--- config.mk ---
export PLATFORM = sky130hd
export DESIGN_NAME = gmce_mod
export DESIGN_NICKNAME = d
export VERILOG_FILES = /design/src/sv/gmce_pkg.sv /design/src/sv/gmce_mod.sv
export SDC_FILE = /design/constraint.sdc
export NUM_CORES = 1
export LEC_CHECK = 0
export ABC_AREA = 1
export BUFFER_PORTS_ARGS = -buffer_cell sky130_fd_sc_hd__buf_4
export CORE_ASPECT_RATIO = 1.5
export CORE_MARGIN = 10
export CORE_UTILIZATION = 57
export CTS_BUF_LIST = sky130_fd_sc_hd__clkbuf_8
export CTS_CLUSTER_SIZE = 8
export DETAILED_ROUTE_END_ITERATION = 12
export HOLD_SLACK_MARGIN = 0.08
export PLACE_DENSITY = 0.88
export SYNTH_ARGS = -nofsm -noshare
export SYNTH_HDL_FRONTEND = slang
export SYNTH_SLANG_ARGS = --single-unit
--- constraint.sdc ---
create_clock -name clock -period 2.37 [get_ports clock]
set_input_delay 0.474 -clock clock [delete_from_list [all_inputs] [get_ports clock]]
set_output_delay 0.474 -clock clock [all_outputs]
set_load 0.02 [all_outputs]
--- src/sv/gmce_pkg.sv ---
// ----------------------------------------------------------------------------
// gmce_pkg
// Shared types and constants for the grid maze carve engine.
// ----------------------------------------------------------------------------
`default_nettype none

package gmce_pkg;

   // default grid side used to size the passage store
   localparam int GRID_SIDE_MAX_DEF = 64;
   // coordinates are 6 bits wide, so the grid never exceeds this side
   localparam int SIDE_CAP          = 64;
   localparam int NEIGHBOR_SLOTS    = 4;

   localparam int COORD_W = 6;
   localparam int ACT_W   = 2;
   localparam int IDX_W   = 31;
   localparam int CFG_W   = 7;
   localparam int PER_W   = 8;
   localparam int PASS_W  = 4;
   localparam int REQ_W   = 56;
   localparam int RSP_W   = 16;
   localparam int CSR_AW  = 1;
   localparam int SLOT_W  = 2;

   localparam logic [CFG_W-1:0] SIDE_RESET = 7'd16;
   localparam logic [CFG_W-1:0] SIDE_MIN   = 7'd2;

   // action codes
   localparam logic [ACT_W-1:0] ACT_QUERY = 2'd0;
   localparam logic [ACT_W-1:0] ACT_LINK  = 2'd1;
   localparam logic [ACT_W-1:0] ACT_PERIM = 2'd2;

   // register indexes
   localparam logic [CSR_AW-1:0] CSR_GRID_WIDTH  = 1'b0;
   localparam logic [CSR_AW-1:0] CSR_GRID_HEIGHT = 1'b1;

   // passage bits
   localparam logic [PASS_W-1:0] PASS_NONE  = 4'b0000;
   localparam logic [PASS_W-1:0] PASS_UP    = 4'b0001;
   localparam logic [PASS_W-1:0] PASS_RIGHT = 4'b0010;
   localparam logic [PASS_W-1:0] PASS_DOWN  = 4'b0100;
   localparam logic [PASS_W-1:0] PASS_LEFT  = 4'b1000;

   // neighbor slots in report order
   localparam logic [SLOT_W-1:0] SLOT_UP    = 2'd0;
   localparam logic [SLOT_W-1:0] SLOT_RIGHT = 2'd1;
   localparam logic [SLOT_W-1:0] SLOT_DOWN  = 2'd2;
   localparam logic [SLOT_W-1:0] SLOT_LEFT  = 2'd3;

   typedef enum logic [3:0] {
      ST_CLEAR,
      ST_IDLE,
      ST_DISPATCH,
      ST_Q_READ,
      ST_Q_LATCH,
      ST_Q_EMIT,
      ST_L_RD_HEAD,
      ST_L_RD_OTHER,
      ST_L_WR_OTHER,
      ST_P_WAIT,
      ST_EMIT
   } state_type;

   typedef struct packed {
      logic             done;
      logic [PER_W-1:0] rem;
   } mod_stat_type;

endpackage

`default_nettype wire

--- src/sv/gmce_mod.sv ---
// ----------------------------------------------------------------------------
// gmce_mod
// Restoring remainder unit: one dividend bit per cycle through a shared
// subtract and compare.
// ----------------------------------------------------------------------------
`default_nettype none

module gmce_mod (
   input  wire logic                        clock,
   input  wire logic                        reset,
   input  wire logic                        start,
   input  wire logic [gmce_pkg::IDX_W-1:0]  dividend,
   input  wire logic [gmce_pkg::PER_W-1:0]  divisor,
   output gmce_pkg::mod_stat_type           stat
);

   localparam int IDX_W = gmce_pkg::IDX_W;
   localparam int PER_W = gmce_pkg::PER_W;
   localparam int CNT_W = $clog2(IDX_W);

   logic             busy_ff, busy_in;
   logic             done_ff, done_in;
   logic [CNT_W-1:0] cnt_ff, cnt_in;
   logic [IDX_W-1:0] num_ff, num_in;
   logic [PER_W-1:0] div_ff, div_in;
   logic [PER_W-1:0] rem_ff, rem_in;

   logic [PER_W:0] trial;
   logic [PER_W:0] diff;
   logic           fits;

   assign trial = {rem_ff, num_ff[IDX_W-1]};
   assign diff  = trial - {1'b0, div_ff};
   assign fits  = trial >= {1'b0, div_ff};

   always_comb begin
      busy_in = busy_ff;
      done_in = 1'b0;
      cnt_in  = cnt_ff;
      num_in  = num_ff;
      div_in  = div_ff;
      rem_in  = rem_ff;
      if (start) begin
         busy_in = 1'b1;
         cnt_in  = '0;
         num_in  = dividend;
         div_in  = divisor;
         rem_in  = '0;
      end else if (busy_ff) begin
         // partial remainder stays below the divisor, so it fits PER_W bits
         rem_in = fits ? diff[PER_W-1:0] : trial[PER_W-1:0];
         num_in = {num_ff[IDX_W-2:0], 1'b0};
         cnt_in = cnt_ff + 1'b1;
         if (cnt_ff == CNT_W'(IDX_W - 1)) begin
            busy_in = 1'b0;
            done_in = 1'b1;
         end
      end
   end

   always_ff @(posedge clock) begin
      if (reset) begin
         busy_ff <= 1'b0;
         done_ff <= 1'b0;
      end else begin
         busy_ff <= busy_in;
         done_ff <= done_in;
      end
      cnt_ff <= cnt_in;
      num_ff <= num_in;
      div_ff <= div_in;
      rem_ff <= rem_in;
   end

   assign stat.done = done_ff;
   assign stat.rem  = rem_ff;

   a_no_restart: assert property (@(posedge clock) disable iff (reset)
      start |-> !busy_ff)
      else $error("remainder unit restarted while busy");

   a_rem_below_div: assert property (@(posedge clock) disable iff (reset)
      done_ff |-> (rem_ff < div_ff))
      else $error("remainder not reduced below divisor");

   a_done_idle: assert property (@(posedge clock) disable iff (reset)
      $rose(done_ff) |-> $fell(busy_ff))
      else $error("done raised without finishing the bit loop");

endmodule

`default_nettype wire
== After elaboration in Yosys (flattened, before gate mapping) ==
Index checks and enable logic that the tools add are counted.
Word-level totals
  flip-flop bits (word level): 54
  input bits: 42
  output and inout port bits: 9
  word-level logic and storage cells: 20
Operators by class
  $add $sub $neg: 2
  $lt $le $gt $ge: 1
  eq/ne operators: 1
  mux-type cells: 7
  bitwise operators: 1
  reduce and logical (&&, ||, !) cells: 2
Operators with widths (count)
  $mux W31: 2
  $ge A9 B8 Y1: 1
  $mux W8: 1
  $sub A8 B8 Y8: 1
  $add A5 B1 Y5 const B: 1
  $eq A5 B5 Y1 const B: 1
  $mux W1: 4
  $reduce_or A3 Y1: 1
  $reduce_bool A2 Y1: 1
  $not A1 Y1: 1

== Logic depth before layout (Yosys ltp) ==
Gate-level depths: netlist (run 1).
  depth after elaboration: 4
  mapped depth: 12
  mapped depth without buffers: 12

== Worst setup path before layout (run 1) ==
Ideal clock, no wire load.
  path type: input -> register
  start: input start
  end: register num_ff[0], enable pin
  setup time: 0.401 ns
  arrival time: 1.413 ns
  required time: 1.969 ns
  slack: 0.556 ns
  cell stages on the path: 3
  buffers on the path: 1
  cell sequence: buf_2 > nor2_1 > inv_1
On the way
  word-level cells in the longest chain between the ends: 1
RTL lines
  start, declared: RTL line gmce_mod.sv:11  | input wire logic start,
  $reduce_bool A2 Y1 (no source line)
  end signal, assigned: RTL line gmce_mod.sv:70  | num_ff <= num_in;
  end, declared: RTL line gmce_mod.sv:24  | logic [IDX_W-1:0] num_ff, num_in;
Every way passes these cells.
A chain may end at the register's enable or synchronous reset.

== Worst setup path after layout (run 1) ==
  start: register div_ff[0]
  end: register rem_ff[6]
On the way
  word-level cells in the longest chain between the ends: 2
  elaborated cells on any way between the ends: 3
  classes of those cells: add/sub (1); order compare (1); mux (1)
RTL lines
  start, declared: RTL line gmce_mod.sv:25  | logic [PER_W-1:0] div_ff, div_in;
  start signal, assigned: RTL line gmce_mod.sv:71  | div_ff <= div_in;
  $sub A8 B8 Y8 or $ge A9 B8 Y1 (tied branches): RTL line gmce_mod.sv:33, gmce_mod.sv:34
  $mux W8 *: RTL line gmce_mod.sv:51  | rem_in = fits ? diff[PER_W-1:0] : trial[PER_W-1:0];
  end signal, assigned: RTL line gmce_mod.sv:72  | rem_ff <= rem_in;
  end, declared: RTL line gmce_mod.sv:26  | logic [PER_W-1:0] rem_ff, rem_in;
Every way passes the cells marked *; elsewhere a longest branch is shown, timed or not.

==> flow_summary.yaml, run 1 <==
outcome:
  outcome: "completed"
sta:
  post-route-min-period_ns: 1.67
  finalSetupViolCount: 0
  max_freq_ghz: 0.600
  drv_slew: 0
  tightest_slew_ns: 0.520
  rsz0062_at_grt: "no"
  final.setup.tns_ns: 0
  hold_viol_final: 0
  period_share_pct: 70.3
  timing.slew.headroom_pct: 65.2
  setup_ws_ns: 0.703
  clock_skew_ns: 0.00733
logic_synthesis:
  yosys_most_used_dff: "edfxtp_1"
  synth_area_leaders: "edfxtp_1 (43%), nand2_1 (20%), dfxtp_1 (11%)"
  synth-seq-cells: 54
  synth_area_per_cell_um2: 8.64
  async_flop_share_pct: 0
  seq_area_frac_synth_pct: 54.1
  yosys_warnings: 0
  synth.largest_area_cell: "edfxtp_1"
  synth_top_area_share_pct: 43.1
  synthCells: 315
  syn_nets: 368
  synth.distinct_cells: 31
  syn-cell-area_um2: 2720
  synth-edff-count: 39
cts:
  clkTransAtPathRegs_ns: 0.09
  numCtsBuffers: 5
  cts_tree: "done"
  insertion_delay_ns: 0.30
  clock_sinks: 54
  clk_path_buf_depth: 2
  post_cts_buffers: 0
  postCtsHoldBufs: 0
  ctsResizeCount: 0
  htree_levels: 2
  root_buffer: "clkbuf_8"
cells_and_area:
  fin_nets: 419
  antenna_cells: 0
  drive_gt1_share_pct: 19.9
  syn_to_final_growth_pct: 19.0
  n_fill_cell: 385
worst_setup_path:
  worstSetupStartpointType: "register"
  worstPathArrival_ns: 1.87
  worstPathRequired_ns: 2.58
  reg2reg_depth: 10
  cp-end-kind: "register"
  crit_path_max_fanout: 3
  critPathKind: "reg -> reg"
global_routing:
  grt_max_degree: 36
  grt_use_total_pct: 14.1
  grt_overflow: 0
  grt_pass1_vias: 2178
  grt_first_pass_wirelength_um: 9430
  antenna_found_initial: 0
placed_design:
  dp_hpwl_um: 4410
  numPortBuffers: 50
  post-place-ws_ns: 0.701
  gp_congestion: 0.858
drt:
  drt_iter0_drc: 120
  vias_per_cell: 5.03
  drt-total-wl_um: 5500
  wl_per_cell_um: 12.8
  antenna_left: 0
  drcViolationCount: 0
  vias: 2170
  drt-pass1-iter-count: 5
run:
  maxCapViolCount: 0
floorplanning:
  ios: 51
  core_um2: 4580
  die-height_um: 105
  rows: 30
  die_area_um2: 7990
  die_x_um: 76.4
  start_util_pct: 59.4
power:
  max-vdd-ir-drop_uv: 592
  power_density_nw_per_um2: 595
  p_leak_nw: 1.64
min_path:
  hold_path.class: "in -> reg"
  hold_depth: 2
-- logic make-up (layout without fill, tap and decap cells) --
family | after synthesis | count (layout) | share of synthesized area, %
XOR/XNOR | 3 | 3 | 0.966
adder cells (fa/ha/maj) | 11 | 11 | 5.34
flip-flops | 54 | 54 | 54.1
AND/OR/NAND/NOR | 192 | 192 | 30.4
buffers and inverters | 43 | 95 | 6.44
AO/OA/AOI/OAI | 12 | 12 | 2.81
-- through the flow --
| stage | cells | hold WS (ns) | utilization (%) | total power (W) | instance area, um^2 |
|---|---|---|---|---|---|
| after floorplan | 315 | 0.474 | - | 0.00136 | 2720 |
| after global placement | 423 | 0.482 | 68.9 | 0.00146 | 3150 |
| after detailed placement | 423 | 0.488 | 68.9 | 0.00148 | 3150 |
| after CTS | 431 | 0.321 | 70.7 | 0.00194 | 3240 |
| after global routing | 431 | 0.323 | 70.7 | 0.00204 | 3240 |
| final | 431 | 0.327 | 70.7 | 0.00193 | 3240 |
-- synthesized netlist by cell type, types with 2 or more instances --
master      n
nand2_1   143
o21ai_0     2
xor2_1      2
buf_2       2
nand2_4     2
edfxtp_1   39
nand2_2     5
nand3_1    21
a21oi_1     7
nor2_1     12
inv_1      31
clkbuf_1    5
nand4_1     3
ha_1       10
dfxtp_1    15
-- final timing paths --
kind	start	endpoint	slack (ns)
hold / removal	reset	busy_ff	0.33
hold reg to reg	rem_ff[2]	rem_ff[2]	0.50
setup reg to reg	div_ff[0]	rem_ff[6]	0.70
setup / recovery	div_ff[0]	rem_ff[6]	0.70
-- cell type report --
cell class / count / area [um^2] / share of cell area (%)
timing repair buffer: 54 / 405 / 12.5
tap: 64 / 80.1 / 2.47
clock inverter: 3 / 12.5 / 0.387
multi-input combinational: 218 / 1070 / 33.2
clock buffer: 5 / 68.8 / 2.13
sequential: 54 / 1470 / 45.5
inverter: 33 / 124 / 3.83
-- sequential cells by signal (all words and copies together), names as in the netlist --
name	cells
num_ff	31
cnt_ff	5
rem_ff	8
div_ff	8
busy_ff	1
done_ff	1
-- power by group --
group / total (W) / switching, W / internal [W]
registers: 0.00113 / 0.0000320 / 0.00110
clock network: 0.000473 / 0.000273 / 0.000199
logic: 0.000318 / 0.000183 / 0.000136
total: 0.00193 / 0.000488 / 0.00144
-- worst max-delay path, cell delays in order (launching register included) --
cell      delay (ns)
edfxtp_1        0.40
ha_1            0.22
fa_1            0.42
inv_1           0.08
nand2_1         0.09
nand3_1         0.08
nand2_1         0.05
nand2_1         0.06
nand2_1         0.05
nand3_1         0.06
nand2_1         0.05
-- cell usage in the layout, fill, tap and decap left out, types with 2 or more instances in the layout --
cell type  instances
nor2_1            12
a21oi_1            7
dfxtp_1           15
clkinv_1           2
buf_4             54
nand4_1            3
inv_1             32
nand2_4            2
clkbuf_8           5
nand3_1           21
nand2_2            5
nand2_1          143
edfxtp_1          39
o21ai_0            2
ha_1              10
xor2_1             2
-- per-layer routing --
metal	GRT usage, %	vias to the layer above	wire [um]
met5	0	-	0
li1	-	1106	-
met4	5.07	0	89
met2	25.7	66	2920
met3	4.89	8	314
met1	14.4	990	2180
No activity file was read; power rests on OpenSTA's default activity.
==> run 2: changes to the inputs <==
- CORE_UTILIZATION: 57 -> 52
- PLACE_DENSITY: 0.88 -> 0.84
- clock period: 2.37 -> 1.4 ns (I/O delays scaled with it)
==> flow_summary.yaml, run 2 (same netlist as run 1, synthesis figures left out) <==
cts:
  postCtsHoldBufs: 0
  clkTransAtPathRegs_ns: 0.10
  numCtsBuffers: 5
  root_buffer: "clkbuf_8"
  htree_levels: 2
  insertion_delay_ns: 0.30
  clock_sinks: 54
  cts_tree: "done"
  clk_path_buf_depth: 2
min_path:
  min_to: "busy_ff"
  hold_start: "reset"
  hold_depth: 2
  hold_path.class: "in -> reg"
cells_and_area:
  fin_nets: 441
  final_common_cell: "nand2_1"
  final_cell_area_um2: 3680
  largest_reg_flops: 31
  seqCellArea_um2: 1480
  final_core_util_pct: 71.9
  n_fill_cell: 415
  reg.largest.list: "num_ff (31), div_ff (8), rem_ff (8)"
  top_register: "num_ff"
  antenna_cells: 0
  syn_to_final_growth_pct: 35.5
  final_cell_mix: "nand2_1 (134), buf_4 (72), edfxtp_1 (39)"
  multi_input_area_um2: 1310
  drive_gt1_share_pct: 35.0
drt:
  drt_iter0_drc: 172
  drt-total-wl_um: 6660
  drt-pass1-iter-count: 4
  antenna_left: 0
  wl_per_cell_um: 14.6
  vias: 2343
  vias_per_cell: 5.13
  drcViolationCount: 0
worst_setup_path:
  worstSetupStartpointType: "register"
  reg2reg_to: "rem_ff[3]"
  cp_cell_sequence: "inv_1, ha_4, nand2_1, nor2_1, nand2_1, nand2_4, nor2_4, nand3_1, nand3_2, nand2_1"
  cp-end-kind: "register"
  ff2ff_setup_slack_ns: -0.27
  worstPathArrival_ns: 1.86
  critPathKind: "reg -> reg"
  cp_common_cell: "nand2_1"
  reg2reg_from: "div_ff[1]"
  worstPathRequired_ns: 1.60
  max_stage_delay_ns: 0.41
  reg2reg_depth: 10
  crit_path_max_fanout: 4
  cpMaxStageDelayCell: "edfxtp_1"
sta:
  whs_ns: 0.137
  period_share_pct: 119
  timing.slew.headroom_pct: 76.8
  max_freq_ghz: 0.601
  post-route-min-period_ns: 1.67
  rsz0062_at_grt: "yes"
  drv_slew: 0
  finalSetupViolCount: 8
  hold_viol_final: 0
  clock_skew_ns: 0.00730
  tightest_slew_ns: 0.347
  setup_ws_ns: -0.265
power:
  p_total_w: 0.00370
  max-vdd-ir-drop_uv: 841
  p_leak_nw: 1.78
  power_density_nw_per_um2: 1000
floorplanning:
  start_util_pct: 53.1
  ios: 51
  die-height_um: 109
  rows: 32
  core_um2: 5120
  die_area_um2: 8580
  die_x_um: 79.1
run:
  maxCapViolCount: 0
global_routing:
  grt_pass1_vias: 2260
  grt_overflow: 0
  grt_max_degree: 32
  grt_first_pass_wirelength_um: 9980
  antenna_found_initial: 0
  grt_use_total_pct: 14.3
outcome:
  violations: "setup timing"
  outcome: "finished with violations"
placed_design:
  dp_hpwl_um: 4630
  gp_congestion: 0.916
  dpl_cell_area_um2: 3350
  numPortBuffers: 50
==> run 2: cell count changes in the layout (fill, tap and decap cells not counted), moves of 7 or more <==
cell	previous run	this run
nand3_1	21	14
ha_1	10	3
ha_4	0	7
nand3_2	0	7
buf_4	54	72
nand2_1	143	134
inv_1	32	24
dfxtp_1	15	8
==> run 2: report_power, final <==
part | total (W) | switching, W | leakage, nW | internal [W]
Sequential | 0.00192 | 0.0000556 | 0.523 | 0.00187
Combinational | 0.000754 | 0.000409 | 1.20 | 0.000346
Clock | 0.00103 | 0.000499 | 0.0556 | 0.000527
==> run 2: how the worst max path moves through the flow <==
stage	start	slack [ns]	endpoint	depth (start not counted)
after CTS	div_ff[0]	-0.19	rem_ff[2]	10
after floorplan	div_ff[2]	-0.05	rem_ff[7]	12
after global routing	div_ff[1]	-0.33	rem_ff[3]	10
after global placement	div_ff[3]	-0.14	rem_ff[4]	11
after detailed placement	div_ff[0]	-0.21	rem_ff[6]	10
final	div_ff[1]	-0.27	rem_ff[3]	10
==> run 2: layer usage <==
metal | wire [um] | vias up | GRT usage (%) | part of all wire [%]
li1 | - | 1154 | - | -
met1 | 2460 | 1057 | 15.2 | 37
met2 | 3540 | 106 | 25.7 | 53
met3 | 376 | 26 | 4.07 | 5.6
met4 | 278 | 0 | 6.30 | 4.2
met5 | 0 | - | 0 | 0
==> run 2: worst max-delay path, delay by kind of cell, from the launching register on <==
family | cells | cell delay [ns]
flip-flops | 1 | 0.41
buffers and inverters | 1 | 0.13
adder cells (fa/ha/maj) | 1 | 0.23
AND/OR/NAND/NOR | 8 | 0.79
==> run 2: cell type report <==
cell class	instances	share of cell area, %
Sequential cell	54	40.2
Multi-Input combinational cell	220	35.4
Timing Repair Buffer	74	15.5
Inverter	33	3.53
Tap cell	68	2.31
Clock buffer	5	1.87
Clock inverter	3	1.12
==> run 2: timing repair <==
action / in CTS / in global routing
resized for setup: 2 / 34
pin swaps: 0 / 16
setup endpoints to repair: 8 / 8
gates cloned: 0 / 2
buffers inserted: 0 / 7
endpoints found under the hold margin: 0 / 0
==> run 2: metrics by stage <==
step                cells  worst slack (ns)  setup TNS (ns)
floorplan             315           -0.0470           -1.53
global placement      440            -0.137           -1.01
detailed placement    440            -0.207           -1.30
CTS                   448            -0.189           -1.41
global route          457            -0.326           -2.39
finish                457            -0.265           -1.79
==> run 3: changes to the inputs <==
- HOLD_SLACK_MARGIN: 0.08 -> not set
- SKIP_LAST_GASP: not set -> 1
==> flow_summary.yaml, run 3 (same netlist as run 1, synthesis figures left out) <==
worst_setup_path:
  worstPathArrival_ns: 1.93
  cpMaxStageDelayCell: "edfxtp_1"
  reg2reg_depth: 11
  cp-end-kind: "register"
  cp_top_family: "simple AND/OR/NAND/NOR gates"
  cp_common_cell: "nand2_1"
  ff2ff_setup_slack_ns: -0.28
  cp_cell_sequence: "inv_1, ha_1, nand2_1, nor2_1, nand2_1, nand2_4, nor2_8, nand2_8, nand2_1, nand3_1, nand2_1"
  critPathBufInv: 1
  max_stage_delay_ns: 0.43
  crit_path_max_fanout: 8
  reg2reg_from: "div_ff[1]"
  worstSetupStartpointType: "register"
  reg2reg_to: "rem_ff[3]"
  worstPathRequired_ns: 1.65
  critPathKind: "reg -> reg"
  critical_path.startpoint: "div_ff[1]"
sta:
  timing.slew.headroom_pct: 77.8
  finalSetupViolCount: 8
  setup_ws_ns: -0.281
  max_freq_ghz: 0.595
  period_share_pct: 120
  tightest_slew_ns: 0.332
  drv_slew: 0
  post-route-min-period_ns: 1.68
  final.setup.tns_ns: -1.96
  hold_viol_final: 0
  rsz0062_at_grt: "yes"
  clock_skew_ns: 0.00551
min_path:
  hold_depth: 2
  hold_start: "reset"
  min_to: "busy_ff"
  hold_path.class: "in -> reg"
global_routing:
  globalRouteMet3Util_pct: 4.07
  top_usage_layer: "met2"
  grt_first_pass_wirelength_um: 9980
  grt_overflow: 0
  gr-usage-met1_pct: 15.2
  grt_use_total_pct: 14.3
  grt_max_degree: 32
  antenna_found_initial: 0
  grt_use_met2_pct: 25.7
  grt_pass1_vias: 2260
floorplanning:
  rows: 32
  ios: 51
  start_util_pct: 53.1
  die_x_um: 79.1
  die-height_um: 109
  die_area_um2: 8580
  core_um2: 5120
cells_and_area:
  n_fill_cell: 432
  final_cell_mix: "nand2_1 (138), buf_4 (70), edfxtp_1 (39)"
  drive_gt1_share_pct: 31.1
  largest_reg_flops: 31
  syn_to_final_growth_pct: 31.7
  top_register: "num_ff"
  reg.largest.list: "num_ff (31), div_ff (8), rem_ff (8)"
  final_common_cell: "nand2_1"
  fin_nets: 438
  final_cells: 454
  antenna_cells: 0
outcome:
  violations: "setup timing"
  outcome: "finished with violations"
cts:
  clock_sinks: 54
  insertion_delay_ns: 0.30
  clkTransAtPathRegs_ns: 0.09
  numCtsBuffers: 5
  htree_levels: 2
  postCtsHoldBufs: 0
  root_buffer: "clkbuf_8"
  clk_path_buf_depth: 2
  cts_tree: "done"
drt:
  antenna_left: 0
  drt_iter0_drc: 138
  drt-pass1-iter-count: 5
  wl_per_cell_um: 13.9
  vias: 2337
  drcViolationCount: 0
  vias_per_cell: 5.15
  drt-total-wl_um: 6330
run:
  maxCapViolCount: 0
power:
  power_density_nw_per_um2: 1020
  p_leak_nw: 1.73
  max-vdd-ir-drop_uv: 846
placed_design:
  gp_congestion: 0.916
  numPortBuffers: 50
  dp_hpwl_um: 4630
  dp.cells: 440
## run 3: changes by cell type in the layout (fill, tap and decap cells not counted), moves of 2 or more
cell,before,now
nand2_1,134,138
nand3_2,7,1
inv_1,24,27
nand3_1,14,20
inv_2,7,5
buf_4,72,70
nand2_4,5,2
## run 3: how the worst max path moves through the flow
stage                endpoint  slack [ns]  cells past startpoint
floorplan           rem_ff[7]       -0.05                     12
global placement    rem_ff[4]       -0.14                     11
detailed placement  rem_ff[6]       -0.21                     10
CTS                 rem_ff[6]       -0.19                     10
global route        rem_ff[3]       -0.34                      9
finish              rem_ff[3]       -0.28                     11
## run 3: power breakdown
group / switching (W) / internal [W]
combinational: 0.000375 / 0.000318
clock: 0.000496 / 0.000527
sequential: 0.0000545 / 0.00187
## run 3: per-stage QoR
step	worst slack, ns	area, um^2	total power [W]	hold WS [ns]	util [%]
floorplan	-0.0470	2820	0.00233	0.349	-
global placement	-0.137	3350	0.00255	0.449	65.4
detailed placement	-0.207	3350	0.00258	0.455	65.4
CTS	-0.192	3460	0.00359	0.130	67.6
global route	-0.341	3580	0.00382	0.120	69.9
finish	-0.281	3580	0.00364	0.136	69.9
## run 3: what timing repair did
item                       4_1_cts  5_1_grt
cloned                           0        2
setup buffers                    0        4
setup endpoints to repair        8        8
resized for setup                1       16
pin swaps                        0       11
## run 3: metal layers
| metal | vias up | share of wire, % |
|---|---|---|
| met4 | 0 | 2.7 |
| met3 | 17 | 6.3 |
| li1 | 1145 | - |
| met1 | 1072 | 38 |
| met5 | - | 0 |
| met2 | 103 | 53 |
## run 3: layout make-up
cell class / instances / area [um^2] / area share (%)
sequential: 54 / 1480 / 41.4
multi-input combinational: 220 / 1230 / 34.4
timing repair buffer: 71 / 546 / 15.2
inverter: 33 / 128 / 3.56
tap: 68 / 85.1 / 2.38
clock buffer: 5 / 68.8 / 1.92
clock inverter: 3 / 41.3 / 1.15
